File: src/rtl/core/pcc_pkg.sv
// Package for the palette color-cycling crossfade block.
// Request and result structs, function codes, register indexes, FSM states.
// No dependencies.
`default_nettype none

package pcc_pkg;

  localparam int NUM_W = 24;  // numerator of one channel blend
  localparam int QUO_W = 8;   // blended channel
  localparam int IDX_W = 5;   // palette index held in state
  localparam int TL_W  = 16;
  localparam int CC_W  = 5;

  localparam logic [1:0] FUNC_TICK    = 2'd0;
  localparam logic [1:0] FUNC_WRITE   = 2'd1;
  localparam logic [1:0] FUNC_LOAD    = 2'd2;
  localparam logic [1:0] FUNC_RESTART = 2'd3;

  localparam logic CFG_TLEN   = 1'b0;
  localparam logic CFG_CCOUNT = 1'b1;

  localparam logic [31:0] PAL_RESET = 32'h0000_00FF;
  localparam logic [16:0] PHASE_ONE = 17'h1_0000;

  typedef struct packed {
    logic [1:0]  func;
    logic [3:0]  entry_index;
    logic [31:0] entry_color;
    logic [16:0] phase;
    logic [3:0]  load_past;
    logic [3:0]  load_future;
  } pcc_in_t;

  typedef struct packed {
    logic [7:0] red;
    logic [7:0] green;
    logic [7:0] blue;
    logic [7:0] alpha;
  } pcc_out_t;

  typedef enum logic [2:0] {
    ST_IDLE,
    ST_READ,
    ST_MUL,
    ST_DIV,
    ST_OUT
  } pcc_state_t;

endpackage

`default_nettype wire

File: src/rtl/core/palette_cycle_crossfade.sv
// Palette color cycling with a linear crossfade between neighboring entries.
// Top level; depends on pcc_pkg and pcc_div.
`default_nettype none

// Each request updates the cycling state (tick, palette write, state load or
// restart) on the edge it is accepted, then produces one RGBA result blended
// as (past*(T-w)+future*w)/T per channel, truncated. Requests are accepted only
// in the idle state, so a new request is not taken until the result of the last
// one has been loaded into the output register. The four channels are blended
// in turn on one shared bit-serial divider: a palette read step, then per
// channel a multiply step, the divider steps and a step to store the quotient,
// then a step to load the output register. While a result waits in the
// output register the next request is still accepted, but its result holds
// in the last step until the register frees. The palette is a synchronous
// memory with per-entry valid bits; unwritten entries read as opaque black.
module palette_cycle_crossfade
  import pcc_pkg::*;
#(
  parameter int MAX_COLORS = 16
) (
  input  wire logic              clk,
  input  wire logic              rst,
  input  wire logic              in_valid,
  output logic                   in_ready,
  input  wire pcc_in_t           in_data,
  output logic                   out_valid,
  input  wire logic              out_ready,
  output pcc_out_t               out_data,
  input  wire logic              cfg_we,
  input  wire logic              cfg_index,
  input  wire logic [TL_W-1:0]   cfg_data
);

  localparam int PAL_AW = (MAX_COLORS > 1) ? $clog2(MAX_COLORS) : 1;
  localparam logic [CC_W-1:0] MAX_CLAMP =
    CC_W'((MAX_COLORS > 31) ? 31 : MAX_COLORS);
  localparam logic [IDX_W-1:0] FUT_RESET = (MAX_COLORS == 1) ? IDX_W'(0) : IDX_W'(1);

  pcc_state_t state, state_next;

  logic [TL_W-1:0]   tlen;
  logic [CC_W-1:0]   ccount;
  logic [TL_W-1:0]   frame;
  logic [IDX_W-1:0]  past_idx;
  logic [IDX_W-1:0]  future_idx;
  logic [1:0]        chan;
  pcc_out_t          res;

  logic [31:0]             pal_mem [MAX_COLORS];
  logic [MAX_COLORS-1:0]   pal_vld;
  logic [31:0]             rd_past;
  logic [31:0]             rd_future;
  logic                    vld_past;
  logic                    vld_future;

  logic                    accept;
  logic                    out_load;
  logic                    div_start;
  logic                    div_done;
  logic [QUO_W-1:0]        div_quot;

  logic [CC_W-1:0]   eff;
  logic [IDX_W-1:0]  past_sel;
  logic [IDX_W-1:0]  future_sel;
  logic [IDX_W-1:0]  past_step;
  logic [IDX_W-1:0]  future_step;
  logic [16:0]       phase_sat;
  logic [31:0]       load_prod;
  logic              wr_hit;

  logic [31:0]       col_past;
  logic [31:0]       col_future;
  logic [7:0]        p_byte;
  logic [7:0]        f_byte;
  logic [TL_W-1:0]   wgt;
  logic [NUM_W-1:0]  blend_num;
  logic [7:0]        chan_val;

  assign accept = in_valid && in_ready;

  always_comb begin
    if (ccount == '0) begin
      eff = CC_W'(1);
    end else if (ccount > MAX_CLAMP) begin
      eff = MAX_CLAMP;
    end else begin
      eff = ccount;
    end
  end

  function automatic logic [IDX_W-1:0] step_idx(logic [IDX_W-1:0] idx,
                                                logic [CC_W-1:0] cnt);
    logic [IDX_W:0] n;
    n = {1'b0, idx} + 1'b1;
    return (n >= {1'b0, cnt}) ? '0 : n[IDX_W-1:0];
  endfunction

  assign past_step   = step_idx(past_idx, eff);
  assign future_step = step_idx(future_idx, eff);
  assign phase_sat   = (in_data.phase > PHASE_ONE) ? PHASE_ONE : in_data.phase;
  assign load_prod   = 32'(phase_sat) * 32'(tlen);
  assign wr_hit      = 32'(in_data.entry_index) < MAX_COLORS;

  // Config registers
  always_ff @(posedge clk) begin
    if (rst) begin
      tlen   <= TL_W'(60);
      ccount <= CC_W'(16);
    end else if (cfg_we) begin
      case (cfg_index)
        CFG_TLEN:   tlen   <= cfg_data;
        CFG_CCOUNT: ccount <= cfg_data[CC_W-1:0];
        default:    ;
      endcase
    end
  end

  // Cycling state, updated on request acceptance
  always_ff @(posedge clk) begin
    if (rst) begin
      frame      <= '0;
      past_idx   <= '0;
      future_idx <= FUT_RESET;
    end else if (accept) begin
      case (in_data.func)
        FUNC_TICK: begin
          if (frame >= tlen) begin
            frame      <= '0;
            past_idx   <= past_step;
            future_idx <= future_step;
          end else begin
            frame <= frame + 1'b1;
          end
        end
        FUNC_LOAD: begin
          frame      <= load_prod[31:16];
          past_idx   <= (CC_W'(in_data.load_past) < eff) ? IDX_W'(in_data.load_past) : '0;
          future_idx <= (CC_W'(in_data.load_future) < eff) ?
                        IDX_W'(in_data.load_future) : '0;
        end
        FUNC_RESTART: begin
          frame      <= '0;
          past_idx   <= '0;
          future_idx <= (eff == CC_W'(1)) ? '0 : IDX_W'(1);
        end
        default: ;
      endcase
    end
  end

  // Palette memory
  assign past_sel   = (CC_W'(past_idx) < eff) ? past_idx : '0;
  assign future_sel = (CC_W'(future_idx) < eff) ? future_idx : '0;

  always_ff @(posedge clk) begin
    if (rst) begin
      pal_vld <= '0;
    end else if (accept && in_data.func == FUNC_WRITE && wr_hit) begin
      pal_vld[PAL_AW'(in_data.entry_index)] <= 1'b1;
    end
  end

  always_ff @(posedge clk) begin
    if (accept && in_data.func == FUNC_WRITE && wr_hit) begin
      pal_mem[PAL_AW'(in_data.entry_index)] <= in_data.entry_color;
    end
    if (state == ST_READ) begin
      rd_past    <= pal_mem[PAL_AW'(past_sel)];
      rd_future  <= pal_mem[PAL_AW'(future_sel)];
      vld_past   <= pal_vld[PAL_AW'(past_sel)];
      vld_future <= pal_vld[PAL_AW'(future_sel)];
    end
  end

  // Per-channel blend numerator
  assign col_past   = vld_past ? rd_past : PAL_RESET;
  assign col_future = vld_future ? rd_future : PAL_RESET;

  always_comb begin
    case (chan)
      2'd0: begin
        p_byte = col_past[31:24];
        f_byte = col_future[31:24];
      end
      2'd1: begin
        p_byte = col_past[23:16];
        f_byte = col_future[23:16];
      end
      2'd2: begin
        p_byte = col_past[15:8];
        f_byte = col_future[15:8];
      end
      default: begin
        p_byte = col_past[7:0];
        f_byte = col_future[7:0];
      end
    endcase
  end

  assign wgt       = (frame > tlen) ? tlen : frame;
  assign blend_num = NUM_W'(p_byte) * NUM_W'(tlen - wgt) + NUM_W'(f_byte) * NUM_W'(wgt);
  assign chan_val  = (tlen == '0) ? p_byte : div_quot;

  pcc_div u_div (
    .clk   (clk),
    .rst   (rst),
    .start (div_start),
    .num   (blend_num),
    .den   (tlen),
    .done  (div_done),
    .quot  (div_quot)
  );

  // Sequencer
  always_ff @(posedge clk) begin
    if (rst) begin
      state <= ST_IDLE;
      chan  <= '0;
    end else begin
      state <= state_next;
      if (state == ST_READ) begin
        chan <= '0;
      end else if (state == ST_DIV && div_done) begin
        chan <= chan + 1'b1;
      end
    end
  end

  always_comb begin
    state_next = state;
    in_ready   = 1'b0;
    div_start  = 1'b0;
    out_load   = 1'b0;
    case (state)
      ST_IDLE: begin
        in_ready = 1'b1;
        if (in_valid) begin
          state_next = ST_READ;
        end
      end
      ST_READ: state_next = ST_MUL;
      ST_MUL: begin
        div_start  = 1'b1;
        state_next = ST_DIV;
      end
      ST_DIV: begin
        if (div_done) begin
          state_next = (chan == 2'd3) ? ST_OUT : ST_MUL;
        end
      end
      ST_OUT: begin
        if (!out_valid || out_ready) begin
          out_load   = 1'b1;
          state_next = ST_IDLE;
        end
      end
      default: state_next = ST_IDLE;
    endcase
  end

  always_ff @(posedge clk) begin
    if (state == ST_DIV && div_done) begin
      case (chan)
        2'd0:    res.red   <= chan_val;
        2'd1:    res.green <= chan_val;
        2'd2:    res.blue  <= chan_val;
        default: res.alpha <= chan_val;
      endcase
    end
  end

  // Output register
  always_ff @(posedge clk) begin
    if (rst) begin
      out_valid <= 1'b0;
    end else if (out_load) begin
      out_valid <= 1'b1;
    end else if (out_ready) begin
      out_valid <= 1'b0;
    end
  end

  always_ff @(posedge clk) begin
    if (out_load) begin
      out_data <= res;
    end
  end

endmodule

`default_nettype wire

File: src/rtl/core/pcc_div.sv
// Bit-serial restoring divider, one quotient bit per cycle.
// Quotient must fit in QUO_W bits (numerator below den << QUO_W).
// Depends on pcc_pkg.
`default_nettype none

module pcc_div
  import pcc_pkg::*;
(
  input  wire logic              clk,
  input  wire logic              rst,
  input  wire logic              start,
  input  wire logic [NUM_W-1:0]  num,
  input  wire logic [TL_W-1:0]   den,
  output logic                   done,
  output logic [QUO_W-1:0]       quot
);

  localparam int DSR_W = TL_W + QUO_W - 1;
  localparam int CNT_W = $clog2(QUO_W);

  logic                      busy;
  logic [CNT_W-1:0]          cnt;
  logic [NUM_W-1:0]          rem;
  logic [DSR_W-1:0]          dsr;
  logic                      fits;

  assign fits = rem >= NUM_W'(dsr);

  always_ff @(posedge clk) begin
    if (rst) begin
      busy <= 1'b0;
      done <= 1'b0;
      cnt  <= '0;
    end else begin
      done <= 1'b0;
      if (start) begin
        busy <= 1'b1;
        cnt  <= CNT_W'(QUO_W - 1);
      end else if (busy) begin
        cnt <= cnt - 1'b1;
        if (cnt == '0) begin
          busy <= 1'b0;
          done <= 1'b1;
        end
      end
    end
  end

  always_ff @(posedge clk) begin
    if (start) begin
      rem  <= num;
      dsr  <= {den, {(QUO_W-1){1'b0}}};
      quot <= '0;
    end else if (busy) begin
      if (fits) begin
        rem <= rem - NUM_W'(dsr);
      end
      quot <= {quot[QUO_W-2:0], fits};
      dsr  <= dsr >> 1;
    end
  end

endmodule

`default_nettype wire

File: config.mk
export PLATFORM = sky130hd
export DESIGN_NAME = palette_cycle_crossfade
export DESIGN_NICKNAME = d
export VERILOG_FILES = /design/src/rtl/core/pcc_pkg.sv /design/src/rtl/core/palette_cycle_crossfade.sv /design/src/rtl/core/pcc_div.sv
export SDC_FILE = /design/constraint.sdc
export NUM_CORES = 2
export LEC_CHECK = 0
export ABC_CLOCK_PERIOD_IN_PS = 10300
export BUFFER_PORTS_ARGS = -buffer_cell sky130_fd_sc_hd__buf_2
export CAP_MARGIN = 40
export CORE_ASPECT_RATIO = 0.8
export CORE_MARGIN = 8
export CORE_UTILIZATION = 58
export DETAILED_ROUTE_END_ITERATION = 6
export PLACE_DENSITY = 0.75
export SYNTH_ARGS = -nofsm -noshare
export SYNTH_HDL_FRONTEND = slang
export SYNTH_SLANG_ARGS = --single-unit
File: constraint.sdc
create_clock -name clk -period 10.3 [get_ports clk]
set_input_delay 1.03 -clock clk [delete_from_list [all_inputs] [get_ports clk]]
set_output_delay 1.03 -clock clk [all_outputs]
set_load 0.005 [all_outputs]
==> reports/results.ini <==
[synth]
synth_nets = 5443
synth-simple-area-share = 0.104
ys_warn_count = 0
synth-seq-cells = 771
async_flop_share = 0
synth_top_family_by_area = adder cells
syn_inst = 4659
synthAdderAreaFrac = 0.222
synth_area_um2 = 54100
synth_ff_type = edfxtp_1
synthMuxAreaShare = 0.112
ys_seq_area_frac = 0.412
ys_types = 79
synth_compound_area_frac = 0.0739
synth-xor-area-share = 0.0156
synth_edf_count = 682
avgSynthCellArea_um2 = 11.6

[power]
swShare = 0.386
p_seq_frac = 0.318
ir_drop_v = 0.000186
p_sw_mw = 4.58
pwr-share-clk = 0.238
combPwrFrac = 0.444
powerDensity_nw_per_um2 = 200
leakage_nw = 23.6
p_int_mw = 7.28

[global_routing]
grt_pass1_wl_um = 226000
overflow = 0
grt_antenna_before_repair = 11
grt_max_degree = 76
grt_pass1_vias = 38700
grt_usage = 0.286

[sta]
max_freq_mhz = 101
worst_pin_slew_ns = 0.962
finalCriticalPeriod_ns = 9.86
final_hold_viol_count = 0
tns_ns = 0
final_max_slew_viol_count = 0
finalClockSkew_ns = 0.0431
post-route-period-util = 0.958
finalSetupViolations = 0
relSlewSlack = 0.358

[drt]
ant_nets = 0
first_iter_violations = 4051
drcViolationCount = 0
viasPerCell = 6.24
first_pass_iters = 7
wl_per_cell_um = 24.5
wirelength_um = 148000
num_vias = 37700

[clock_network]
ctsHtreeMaxLevel = 3
cts_buffers = 75
cts_tree = done
clk-insertion-delay-late_ns = 0.65
holdBufCountCts = 0
clkTransAtPathRegs_ns = 0.06
clockRootBuffer = clkbuf_16
cts.sinks = 771
clockBufferDepth = 3

[place]
place_inst = 5881
place_area_um2 = 56600
numPortBuffers = 118
dp_hpwl_um = 102000
globalplace.congestion = 0.946

[worst_setup_path]
cp-end-kind = flop
worstSetupPathType = flop to flop
startpoint_type = flop
cpPeakStageDelay_ns = 0.57
crit_fanout = 30
required_ns = 10.67
critPathArrivalTime_ns = 10.24
crit_slowest_cell = fa_1

[layout]
area_growth_pct = 9.55
fin_area_um2 = 59300
stdcell_count = 6033
layout_commonest_cell = edfxtp_1
layout_common_cells = edfxtp_1, inv_1, nand2_1
nets = 5527
drive_above_1_share = 0.154
post-route-util = 0.639
fillCellCount = 6851

[die]
die_x_um = 357
die_h_um = 289
initial_core_util = 0.583
rows = 100
core_um2 = 92700
num_io_pins = 119
die_area_um2 = 103000

[outcome]
outcome = complete, no violations

[flow_run]
cap_violations = 0

[hold_path]
min_path_type = flop to flop

synth_stat cells, drive strengths merged (86+ instances only):
library cell,n,area share
nand2,490,0.034
a21oi,111,0.010
and3,86,0.0099
edfxtp,682,0.38
ha,263,0.061
fa,436,0.16
inv,618,0.043
a31oi,145,0.017
clkbuf,206,0.014
o21ai,108,0.010
dfxtp,89,0.033
nor2,412,0.029
mux4,198,0.082
power groups by stage:
| stage | Sequential [mW] | Clock [mW] | Combinational (mW) |
|---|---|---|---|
| 3_5_place_dp | 3.83 | 0 | 5.14 |
| 5_1_grt | 3.78 | 2.95 | 5.86 |
| 2_1_floorplan | 3.79 | 0 | 3.70 |
| 6_report | 3.77 | 2.82 | 5.27 |
| 3_3_place_gp | 3.83 | 0 | 5.01 |
| 4_1_cts | 3.76 | 2.84 | 5.18 |
cell type report:
class,count,area (um^2),share of cell area
clock buffer,94,1990,0.0336
timing repair buffer,256,1740,0.0293
antenna,6,15.0,0.000253
inverter,619,2320,0.0392
multi-input combinational,3020,28900,0.487
clock inverter,43,508,0.00857
sequential,771,22300,0.376
tap,1224,1530,0.0258
final timing paths:
check                             to  cells past startpoint  slack [ns]                 start
min reg2reg   out_data[22]$_DFFE_PP_                      0        0.42     res[22]$_DFFE_PP_
max reg2reg  u_div.rem[23]$_DFFE_PP_                     40        0.44  tlen[9]$_SDFFE_PP0P_
max          u_div.rem[23]$_DFFE_PP_                     40        0.44  tlen[9]$_SDFFE_PP0P_
min           out_data[22]$_DFFE_PP_                      0        0.42     res[22]$_DFFE_PP_
flip-flops by register name, summed over array words and instances, names as in the netlist, 8 cells and up:
name and count:
pal_mem 512, out_data 32, rd_future 32, rd_past 32, res 32, u_div.rem 24
u_div.dsr 23, frame 16, pal_vld 16, tlen 16, u_div.quot 8
critical path: cells and delay by family (launching register included):
kind                       cells  cell delay [ns]
AOI/OAI and AO/OA             15             2.85
and+or+nand+nor                6             0.95
muxes                          1             0.26
xor gates and xnor gates       2             0.58
DFF                            1             0.33
buffers and inverters          7             0.52
adders and majority gates      9             4.06
metrics by stage:
stage / worst slack, ns / hold slack (ns) / power [mW]
floorplan: 0.114 / 0.400 / 7.49
detailed placement: 0.0209 / 0.405 / 8.97
global placement: 0.248 / 0.401 / 8.83
global route: -0.0382 / 0.422 / 12.6
finish: 0.435 / 0.417 / 11.9
CTS: 0.0464 / 0.419 / 11.8
cells by family after synthesis:
family / after synthesis
simple gates: 1271
buf+inv: 868
flops: 771
fa+ha+maj: 699
compound gates: 606
mux: 349
xor+xnor: 95
routing by layer:
layer / track usage / wire, um / up-vias
met1: 0.380 / 57600 / 18800
met2: 0.459 / 68400 / 2117
met5: 0 / 40 / -
met3: 0.0675 / 15800 / 406
met4: 0.111 / 6200 / 6
li1: - / - / 16400
timing repair:
item	CTS	global route
setup buffers	0	8
endpoints found under the setup margin	1	6
resized for setup	1	22
pin swaps	0	7
Power figures use the tool's default switching activity.
